==> src/design/hrf_pkg.sv <==
// shared types, constants and the report size lookup for the hid report fragmenter
package hrf_pkg;

    localparam int LENGTH_BITS = 16;

    localparam int QUEUE_DEPTH = 4;
    localparam int QUEUE_AW    = $clog2(QUEUE_DEPTH);

    localparam int FS_N = 5;
    localparam int HS_N = 9;

    localparam logic [7:0] FS_ID   [FS_N] = '{8'h05, 8'h06, 8'h07, 8'h08, 8'h09};
    localparam logic [7:0] FS_SIZE [FS_N] = '{8'h08, 8'h0A, 8'h0E, 8'h14, 8'h3F};
    localparam logic [7:0] HS_ID   [HS_N] = '{8'h0D, 8'h0E, 8'h0F, 8'h10, 8'h11,
                                              8'h12, 8'h13, 8'h14, 8'h15};
    localparam logic [7:0] HS_SIZE [HS_N] = '{8'h05, 8'h09, 8'h0D, 8'h11, 8'h19,
                                              8'h31, 8'h5F, 8'hC1, 8'hFF};

    localparam int LC_CONTINUE = 0;
    localparam int LC_MORE     = 1;

    typedef enum logic [1:0] {
        ROLE_ID   = 2'd0,
        ROLE_LC   = 2'd1,
        ROLE_DATA = 2'd2
    } t_role;

    typedef enum logic [1:0] {
        PH_ID,
        PH_LC,
        PH_DATA
    } t_phase;

    typedef struct packed {
        logic [7:0] id;
        logic [7:0] cap;
    } t_size;

    typedef struct packed {
        logic [7:0] data;
        logic       hdr;
        logic [7:0] id;
        logic [1:0] lc;
        logic [7:0] pad;
        logic       eor;
        logic       eom;
    } t_entry;

    function automatic t_size pick_size(input logic hs, input logic [LENGTH_BITS-1:0] left);
        t_size r;
        if (hs) begin
            r.id  = HS_ID[HS_N-1];
            r.cap = HS_SIZE[HS_N-1] - 8'd1;
            for (int i = HS_N - 1; i >= 0; i--) begin
                if (left < LENGTH_BITS'(HS_SIZE[i])) begin
                    r.id  = HS_ID[i];
                    r.cap = HS_SIZE[i] - 8'd1;
                end
            end
        end else begin
            r.id  = FS_ID[FS_N-1];
            r.cap = FS_SIZE[FS_N-1] - 8'd1;
            for (int i = FS_N - 1; i >= 0; i--) begin
                if (left < LENGTH_BITS'(FS_SIZE[i])) begin
                    r.id  = FS_ID[i];
                    r.cap = FS_SIZE[i] - 8'd1;
                end
            end
        end
        return r;
    endfunction

endpackage

==> src/design/hid_report_fragmenter.sv <==
// top level of the hid report fragmenter
//
// channel     direction  tdata                                   tuser          tlast
// s_axis      in         [7:0] data_byte [23:8] message_length   message_start  -
// m_axis      out        [7:0] out_byte [15:8] pad_after         byte_role      last
//                        [16] end_of_report [17] end_of_message
// cfg         in         i_cfg_wdata = high_speed, written when i_cfg_we is high
//
// each accepted byte yields one data beat, or three beats (id, link control, data) at
// the start of a report, while message bytes remain (other bytes are dropped); a
// four-entry queue separates classification from output
// input stalls only when the queue is full; output stalls hold the beat in its register
// synchronous active-low reset clears framing state, queue and output valid
module hid_report_fragmenter (
    input  logic        i_clk,
    input  logic        i_rst_n,
    input  logic        i_cfg_we,
    input  logic        i_cfg_wdata,
    input  logic        s_axis_tvalid,
    output logic        s_axis_tready,
    input  logic [23:0] s_axis_tdata,   // data_byte, message_length
    input  logic        s_axis_tuser,   // message_start
    output logic        m_axis_tvalid,
    input  logic        m_axis_tready,
    output logic [23:0] m_axis_tdata,   // out_byte, pad_after, end_of_report, end_of_message
    output logic [1:0]  m_axis_tuser,   // byte_role
    output logic        m_axis_tlast
);

    logic            push;
    logic            pop;
    logic            full;
    logic            empty;
    hrf_pkg::t_entry entry;
    hrf_pkg::t_entry head;
    logic [7:0]      out_byte;
    logic [7:0]      pad_after;
    logic            eor;
    logic            eom;

    hrf_front u_front (
        .i_clk            (i_clk),
        .i_rst_n          (i_rst_n),
        .i_cfg_we         (i_cfg_we),
        .i_cfg_wdata      (i_cfg_wdata),
        .i_valid          (s_axis_tvalid),
        .o_ready          (s_axis_tready),
        .i_data_byte      (s_axis_tdata[7:0]),
        .i_message_start  (s_axis_tuser),
        .i_message_length (s_axis_tdata[23:8]),
        .i_full           (full),
        .o_push           (push),
        .o_entry          (entry)
    );

    hrf_queue u_queue (
        .i_clk   (i_clk),
        .i_rst_n (i_rst_n),
        .i_push  (push),
        .i_entry (entry),
        .i_pop   (pop),
        .o_full  (full),
        .o_empty (empty),
        .o_head  (head)
    );

    hrf_back u_back (
        .i_clk            (i_clk),
        .i_rst_n          (i_rst_n),
        .i_empty          (empty),
        .i_head           (head),
        .o_pop            (pop),
        .o_valid          (m_axis_tvalid),
        .i_ready          (m_axis_tready),
        .o_out_byte       (out_byte),
        .o_byte_role      (m_axis_tuser),
        .o_pad_after      (pad_after),
        .o_end_of_report  (eor),
        .o_end_of_message (eom),
        .o_last           (m_axis_tlast)
    );

    assign m_axis_tdata = {6'd0, eom, eor, pad_after, out_byte};

endmodule

==> src/design/hrf_front.sv <==
// front end: accepts message bytes, tracks framing state and classifies each byte
module hrf_front (
    input  logic                  i_clk,
    input  logic                  i_rst_n,
    input  logic                  i_cfg_we,
    input  logic                  i_cfg_wdata,
    input  logic                  i_valid,
    output logic                  o_ready,
    input  logic [7:0]            i_data_byte,
    input  logic                  i_message_start,
    input  logic [15:0]           i_message_length,
    input  logic                  i_full,
    output logic                  o_push,
    output hrf_pkg::t_entry       o_entry
);

    logic                            r_high_speed;
    logic [hrf_pkg::LENGTH_BITS-1:0] r_mbl, n_mbl;
    logic [7:0]                      r_rbl, n_rbl;
    logic [7:0]                      r_pad, n_pad;
    logic                            r_first, n_first;
    hrf_pkg::t_size                  sz;
    logic [7:0]                      copy;
    logic                            accept;

    assign o_ready = !i_full;
    assign accept  = i_valid && !i_full;

    always_comb begin
        n_mbl   = r_mbl;
        n_rbl   = r_rbl;
        n_pad   = r_pad;
        n_first = r_first;
        o_push  = 1'b0;
        o_entry = '0;
        sz      = hrf_pkg::pick_size(r_high_speed, r_mbl);
        copy    = '0;
        if (accept) begin
            if (i_message_start) begin
                n_mbl   = hrf_pkg::LENGTH_BITS'(i_message_length);
                n_rbl   = '0;
                n_pad   = '0;
                n_first = 1'b1;
            end
            sz = hrf_pkg::pick_size(r_high_speed, n_mbl);
            if (n_mbl != '0) begin
                o_push       = 1'b1;
                o_entry.data = i_data_byte;
                if (n_rbl == '0) begin
                    copy = (n_mbl < hrf_pkg::LENGTH_BITS'(sz.cap)) ? n_mbl[7:0] : sz.cap;
                    o_entry.hdr                  = 1'b1;
                    o_entry.id                   = sz.id;
                    o_entry.lc[hrf_pkg::LC_CONTINUE] = !n_first;
                    o_entry.lc[hrf_pkg::LC_MORE] =
                        (hrf_pkg::LENGTH_BITS'(copy) != n_mbl);
                    n_rbl   = copy;
                    n_pad   = sz.cap - copy;
                    n_first = 1'b0;
                end
                n_rbl       = n_rbl - 8'd1;
                n_mbl       = n_mbl - hrf_pkg::LENGTH_BITS'(1);
                o_entry.eor = (n_rbl == '0);
                o_entry.eom = (n_mbl == '0);
                o_entry.pad = o_entry.eor ? n_pad : 8'd0;
                if (o_entry.eor) begin
                    n_pad = '0;
                end
            end
        end
    end

    always_ff @(posedge i_clk) begin
        if (!i_rst_n) begin
            r_high_speed <= 1'b1;
            r_mbl        <= '0;
            r_rbl        <= '0;
            r_pad        <= '0;
            r_first      <= 1'b1;
        end else begin
            if (i_cfg_we) begin
                r_high_speed <= i_cfg_wdata;
            end
            r_mbl   <= n_mbl;
            r_rbl   <= n_rbl;
            r_pad   <= n_pad;
            r_first <= n_first;
        end
    end

endmodule

==> src/design/hrf_queue.sv <==
// short queue of classified bytes between front and back end
module hrf_queue (
    input  logic            i_clk,
    input  logic            i_rst_n,
    input  logic            i_push,
    input  hrf_pkg::t_entry i_entry,
    input  logic            i_pop,
    output logic            o_full,
    output logic            o_empty,
    output hrf_pkg::t_entry o_head
);

    hrf_pkg::t_entry                r_mem [hrf_pkg::QUEUE_DEPTH];
    logic [hrf_pkg::QUEUE_AW-1:0]   r_wr;
    logic [hrf_pkg::QUEUE_AW-1:0]   r_rd;
    logic [hrf_pkg::QUEUE_AW:0]     r_cnt;
    logic                           do_push;
    logic                           do_pop;

    assign o_full  = (r_cnt == (hrf_pkg::QUEUE_AW + 1)'(hrf_pkg::QUEUE_DEPTH));
    assign o_empty = (r_cnt == '0);
    assign o_head  = r_mem[r_rd];
    assign do_push = i_push && !o_full;
    assign do_pop  = i_pop && !o_empty;

    always_ff @(posedge i_clk) begin
        if (do_push) begin
            r_mem[r_wr] <= i_entry;
        end
    end

    always_ff @(posedge i_clk) begin
        if (!i_rst_n) begin
            r_wr  <= '0;
            r_rd  <= '0;
            r_cnt <= '0;
        end else begin
            if (do_push) begin
                r_wr <= r_wr + hrf_pkg::QUEUE_AW'(1);
            end
            if (do_pop) begin
                r_rd <= r_rd + hrf_pkg::QUEUE_AW'(1);
            end
            if (do_push && !do_pop) begin
                r_cnt <= r_cnt + (hrf_pkg::QUEUE_AW + 1)'(1);
            end else if (do_pop && !do_push) begin
                r_cnt <= r_cnt - (hrf_pkg::QUEUE_AW + 1)'(1);
            end
        end
    end

endmodule

==> src/design/hrf_back.sv <==
// back end: expands queued bytes into id, link control and data beats
module hrf_back (
    input  logic            i_clk,
    input  logic            i_rst_n,
    input  logic            i_empty,
    input  hrf_pkg::t_entry i_head,
    output logic            o_pop,
    output logic            o_valid,
    input  logic            i_ready,
    output logic [7:0]      o_out_byte,
    output logic [1:0]      o_byte_role,
    output logic [7:0]      o_pad_after,
    output logic            o_end_of_report,
    output logic            o_end_of_message,
    output logic            o_last
);

    hrf_pkg::t_phase r_phase, n_phase;
    logic            r_valid;
    logic [7:0]      r_byte, n_byte;
    hrf_pkg::t_role  r_role, n_role;
    logic [7:0]      r_pad, n_pad;
    logic            r_eor, n_eor;
    logic            r_eom, n_eom;
    logic            r_last, n_last;
    logic            load;
    logic            emit;

    assign load = !r_valid || i_ready;

    always_ff @(posedge i_clk) begin
        if (!i_rst_n) begin
            r_phase <= hrf_pkg::PH_ID;
        end else begin
            r_phase <= n_phase;
        end
    end

    always_comb begin
        n_phase = r_phase;
        o_pop   = 1'b0;
        emit    = 1'b0;
        n_byte  = i_head.data;
        n_role  = hrf_pkg::ROLE_DATA;
        n_pad   = i_head.pad;
        n_eor   = i_head.eor;
        n_eom   = i_head.eom;
        n_last  = 1'b1;
        if (load && !i_empty) begin
            emit = 1'b1;
            unique case (r_phase)
                hrf_pkg::PH_ID: begin
                    if (i_head.hdr) begin
                        n_byte  = i_head.id;
                        n_role  = hrf_pkg::ROLE_ID;
                        n_pad   = '0;
                        n_eor   = 1'b0;
                        n_eom   = 1'b0;
                        n_last  = 1'b0;
                        n_phase = hrf_pkg::PH_LC;
                    end else begin
                        o_pop = 1'b1;
                    end
                end
                hrf_pkg::PH_LC: begin
                    n_byte  = {6'd0, i_head.lc};
                    n_role  = hrf_pkg::ROLE_LC;
                    n_pad   = '0;
                    n_eor   = 1'b0;
                    n_eom   = 1'b0;
                    n_last  = 1'b0;
                    n_phase = hrf_pkg::PH_DATA;
                end
                hrf_pkg::PH_DATA: begin
                    o_pop   = 1'b1;
                    n_phase = hrf_pkg::PH_ID;
                end
                default: begin
                    n_phase = hrf_pkg::PH_ID;
                end
            endcase
        end
    end

    always_ff @(posedge i_clk) begin
        if (!i_rst_n) begin
            r_valid <= 1'b0;
        end else if (load) begin
            r_valid <= emit;
        end
    end

    always_ff @(posedge i_clk) begin
        if (load) begin
            r_byte <= n_byte;
            r_role <= n_role;
            r_pad  <= n_pad;
            r_eor  <= n_eor;
            r_eom  <= n_eom;
            r_last <= n_last;
        end
    end

    assign o_valid          = r_valid;
    assign o_out_byte       = r_byte;
    assign o_byte_role      = r_role;
    assign o_pad_after      = r_pad;
    assign o_end_of_report  = r_eor;
    assign o_end_of_message = r_eom;
    assign o_last           = r_last;

endmodule
==> config.mk <==
export PLATFORM = sky130hd
export DESIGN_NAME = hid_report_fragmenter
export DESIGN_NICKNAME = d
export VERILOG_FILES = /design/src/design/hrf_pkg.sv /design/src/design/hid_report_fragmenter.sv /design/src/design/hrf_front.sv /design/src/design/hrf_queue.sv /design/src/design/hrf_back.sv
export SDC_FILE = /design/constraint.sdc
export NUM_CORES = 1
export LEC_CHECK = 0
export BUFFER_PORTS_ARGS = -buffer_cell sky130_fd_sc_hd__buf_2
export CORE_UTILIZATION = 39
export DETAILED_ROUTE_END_ITERATION = 10
export PLACE_DENSITY = 0.61
export SLEW_MARGIN = 20
export SYNTH_ARGS = -nofsm -noshare
export SYNTH_HDL_FRONTEND = slang
export SYNTH_HIERARCHICAL = 1
export SYNTH_SLANG_ARGS = --single-unit
==> constraint.sdc <==
create_clock -name i_clk -period 10.2 [get_ports i_clk]
set_input_delay 0.51 -clock i_clk [delete_from_list [all_inputs] [get_ports i_clk]]
set_output_delay 0.51 -clock i_clk [all_outputs]
set_load 0.02 [all_outputs]
==> impl_results.md <==
- Status: finished clean
- H-tree depth: 4
- Fin nets: 937
- Area of the mapped netlist: 9760 um2
- Synth Instances: 843
- M1 WL: 10,100 um
- TritonCTS clock tree: built
- Share of cells above drive strength 1: 0.180
- Dpl cell area: 10,300 um2
- Global Route Usage Sum: 0.179
- Worst-Skew Late Latency: 430 ps
- Post-synth EDFFs: 136
- CTS sink cnt: 182
- Post-Synth Adder-Cell Area: 0.0349
- Area contributors post-synth: edfxtp_1, dfxtp_1, mux4_2
- Vias/cell: 5.55
- Cts repair resizes: 0
- Tmin final: 6540 ps
- Tot Pwr: 2.59 mW
- DR WL met2: 10,200 um
- Worst vdd ir: 0.112 mV
- Placer Congestion: 0.924
- Crit share post-route: 0.641
- Register area share after synthesis: 0.513
- Post-synthesis simple-gate area fraction: 0.159
- Relative max-transition margin: 0.343
- Area share of the largest cell type after synthesis: 0.418
- DP Wirelength: 14,900 um
- Wirelength, routed: 21,900 um
- MaxCap Viol Count: 0
- Worst hold path type: in -> reg
- PD cells: 239 nW/um2
- Setup Crit Path Kind: in -> reg
- Initial Utilization: 0.399
- YS warnings: 6
- Setup Fix Bufs, Post-CTS: 0
- Initial antenna violation count: 0
- Dominant synthesized flop cell: edfxtp_1
- Met3 Routed Length: 1080 um
- Max layer used: met4
- Clock Path Buffers: 2
- Global-route wire length before repair: 35,800 um
- DRT iter0 DRCs: 528
- Mux contribution to synthesized area: 0.0868
- Ant. Diodes: 0
- Count of different cell masters after synthesis: 88
- IO Port Bufs: 53
- RSZ-0062 raised after global routing: false
- Static Leak: 3.93 nW
- FFs w/ async S/R, synth: 0
- Grt ovf: 0
- Layout area overhead: 10.9%
- Synth area leader: edfxtp_1
- Placement Rows: 57
- Syn avg cell area: 11.6 um2
- Root Buffer: clkbuf_16
- Num CTS Buffers: 17
- Worst setup EP type: flop
- Fmax: 0.153 GHz
- Io pins: 60
- CP Launch Type: primary input
- Req. time, crit path: 10,350 ps
- Final setup fails: 0
- Drc violations: 0
- Data arrival, critical path: 6690 ps
- Final instance area: 10,800 um2
- Post-Synth XOR/XNOR Area: 0.0367
- Flops & latches, synth: 182
- Vias in the first global route: 6,584
- Reg clk slew, reported paths: 80 ps
- Worst slew pin tran: 986 ps
- Final setup skew: 16.3 ps
- Synth Area in Compound Gates: 0.125
- Final ANT Viol Nets: 0
- Die ar.: 25,700 um2
- Core Area: 24,500 um2
- Setup TNS: 0 ps
- Die width: 160 um
- Hold Fails Final Rpt: 0
- Final max-slew violation count: 0
- Main combinational cell family by area after synthesis: simple AND/OR/NAND/NOR gates
- Via count: 6,749
- Worst-path maximum fanout: 55
- Drt wl/cell: 18.0 um
- Largest net degree at the start of global routing: 61
- # hold bufs at CTS: 0
- First-pass iteration count of the detailed router: 5
- Die H: 160 um
[worst max-delay path: stages]
cell and delay, ps:
buf_2 70, buf_4 440, mux2i_2 440, ha_1 550, a32oi_1 250, a22oi_1 430, o2111ai_1 260, nand2_1 240
ha_1 280, a211oi_1 210, nand2_1 110, o41ai_2 550, and2_1 450, o21ai_0 250, fa_1 470, a21o_1 180
a21oi_1 210, o21bai_1 90, a21oi_1 170, xor2_1 170, nor2_1 60, a31oi_1 190, nor2_1 110
[flip-flops by register name, summed over array words and instances, names as in the netlist, 2 cells and up, named ones only]
register and count:
u_front/r_rbl 8, u_queue/r_wr 2, u_front/r_mbl 16, u_queue/r_cnt 3
u_back/o_byte_role 2, u_back/o_out_byte 8, u_back/r_phase 2, u_back/o_pad_after 8
u_queue/r_mem 116, u_queue/r_rd 2, u_front/r_pad 8
[cell type report]
class                   count  area (um2)
fillers                  2255       13600
clock buffers              18         429
clock inverters            14         138
inverters                  29         109
repair buffers             70         393
well taps                 324         405
flip-flops and latches    182        5010
multi-input cells         580        4350
[where the power goes]
part           internal (mW)  switching, mW  leakage (nW)
logic                  0.360          0.548          1.96
clock network          0.324          0.310         0.276
registers              0.986         0.0639          1.70
total                   1.67          0.922          3.93
[metrics by stage]
stage | util | setup WS (ps) | hold WS, ps | cells
global route | 0.443 | 3100 | 293 | 1217
floorplan | - | 4450 | 440 | 850
detailed placement | 0.420 | 3300 | 468 | 1185
global placement | 0.420 | 3500 | 463 | 1185
finish | 0.443 | 3660 | 297 | 1217
CTS | 0.443 | 3750 | 278 | 1217
[synthesized netlist by cell type (all sizes together) (6+ instances only)]
master    n
buf      30
a21boi   14
mux4     29
a32oi     7
and3     13
nor2     44
a21oi    31
xor2     11
nor2b    32
a21o      7
xnor2    29
nand4    28
inv      26
o21ai    47
dfxtp    46
a22oi    15
clkbuf   29
ha       24
a31oi     9
nand3    36
mux2i    17
edfxtp  136
and2     21
nand2    55
nor3     16
nor4      6
[final timing paths]
check,start,endpoint,slack (ps),cells after the start
max,s_axis_tuser,u_queue/r_mem[0][8],3660,23
min reg2reg,u_front/r_mbl[1],u_front/r_mbl[1],480,2
max reg2reg,u_front/r_mbl[0],u_queue/r_mem[0][8],4060,21
min,i_cfg_wdata,u_front/r_high_speed,300,3
[logic make-up after synthesis]
| group | after synthesis |
|---|---|
| muxes | 46 |
| xor gates and xnor gates | 40 |
| other | 2 |
| AOI/OAI and AO/OA | 174 |
| buffers and inverters | 88 |
| and+or+nand+nor | 285 |
| DFF | 182 |
| adders and majority gates | 26 |
[per-layer routing]
| metal | up-vias | track usage |
|---|---|---|
| met1 | 3256 | 0.245 |
| met2 | 208 | 0.283 |
| met5 | - | 0 |
| met3 | 39 | 0.0340 |
| met4 | 0 | 0.0619 |
| li1 | 3246 | - |
[placed cells by master, fill, tap and decap left out, types with 17 or more instances in the layout]
cell type	instances
nand2_1	54
xnor2_1	28
nand4_1	28
nor2_1	43
edfxtp_1	136
buf_4	17
clkbuf_16	17
dfxtp_1	45
nor2b_1	30
buf_2	53
o21ai_0	41
ha_1	24
nand3_1	36
inv_1	25
a21oi_1	29
mux4_2	28
and2_1	20
(Power assumes the default switching activity.)
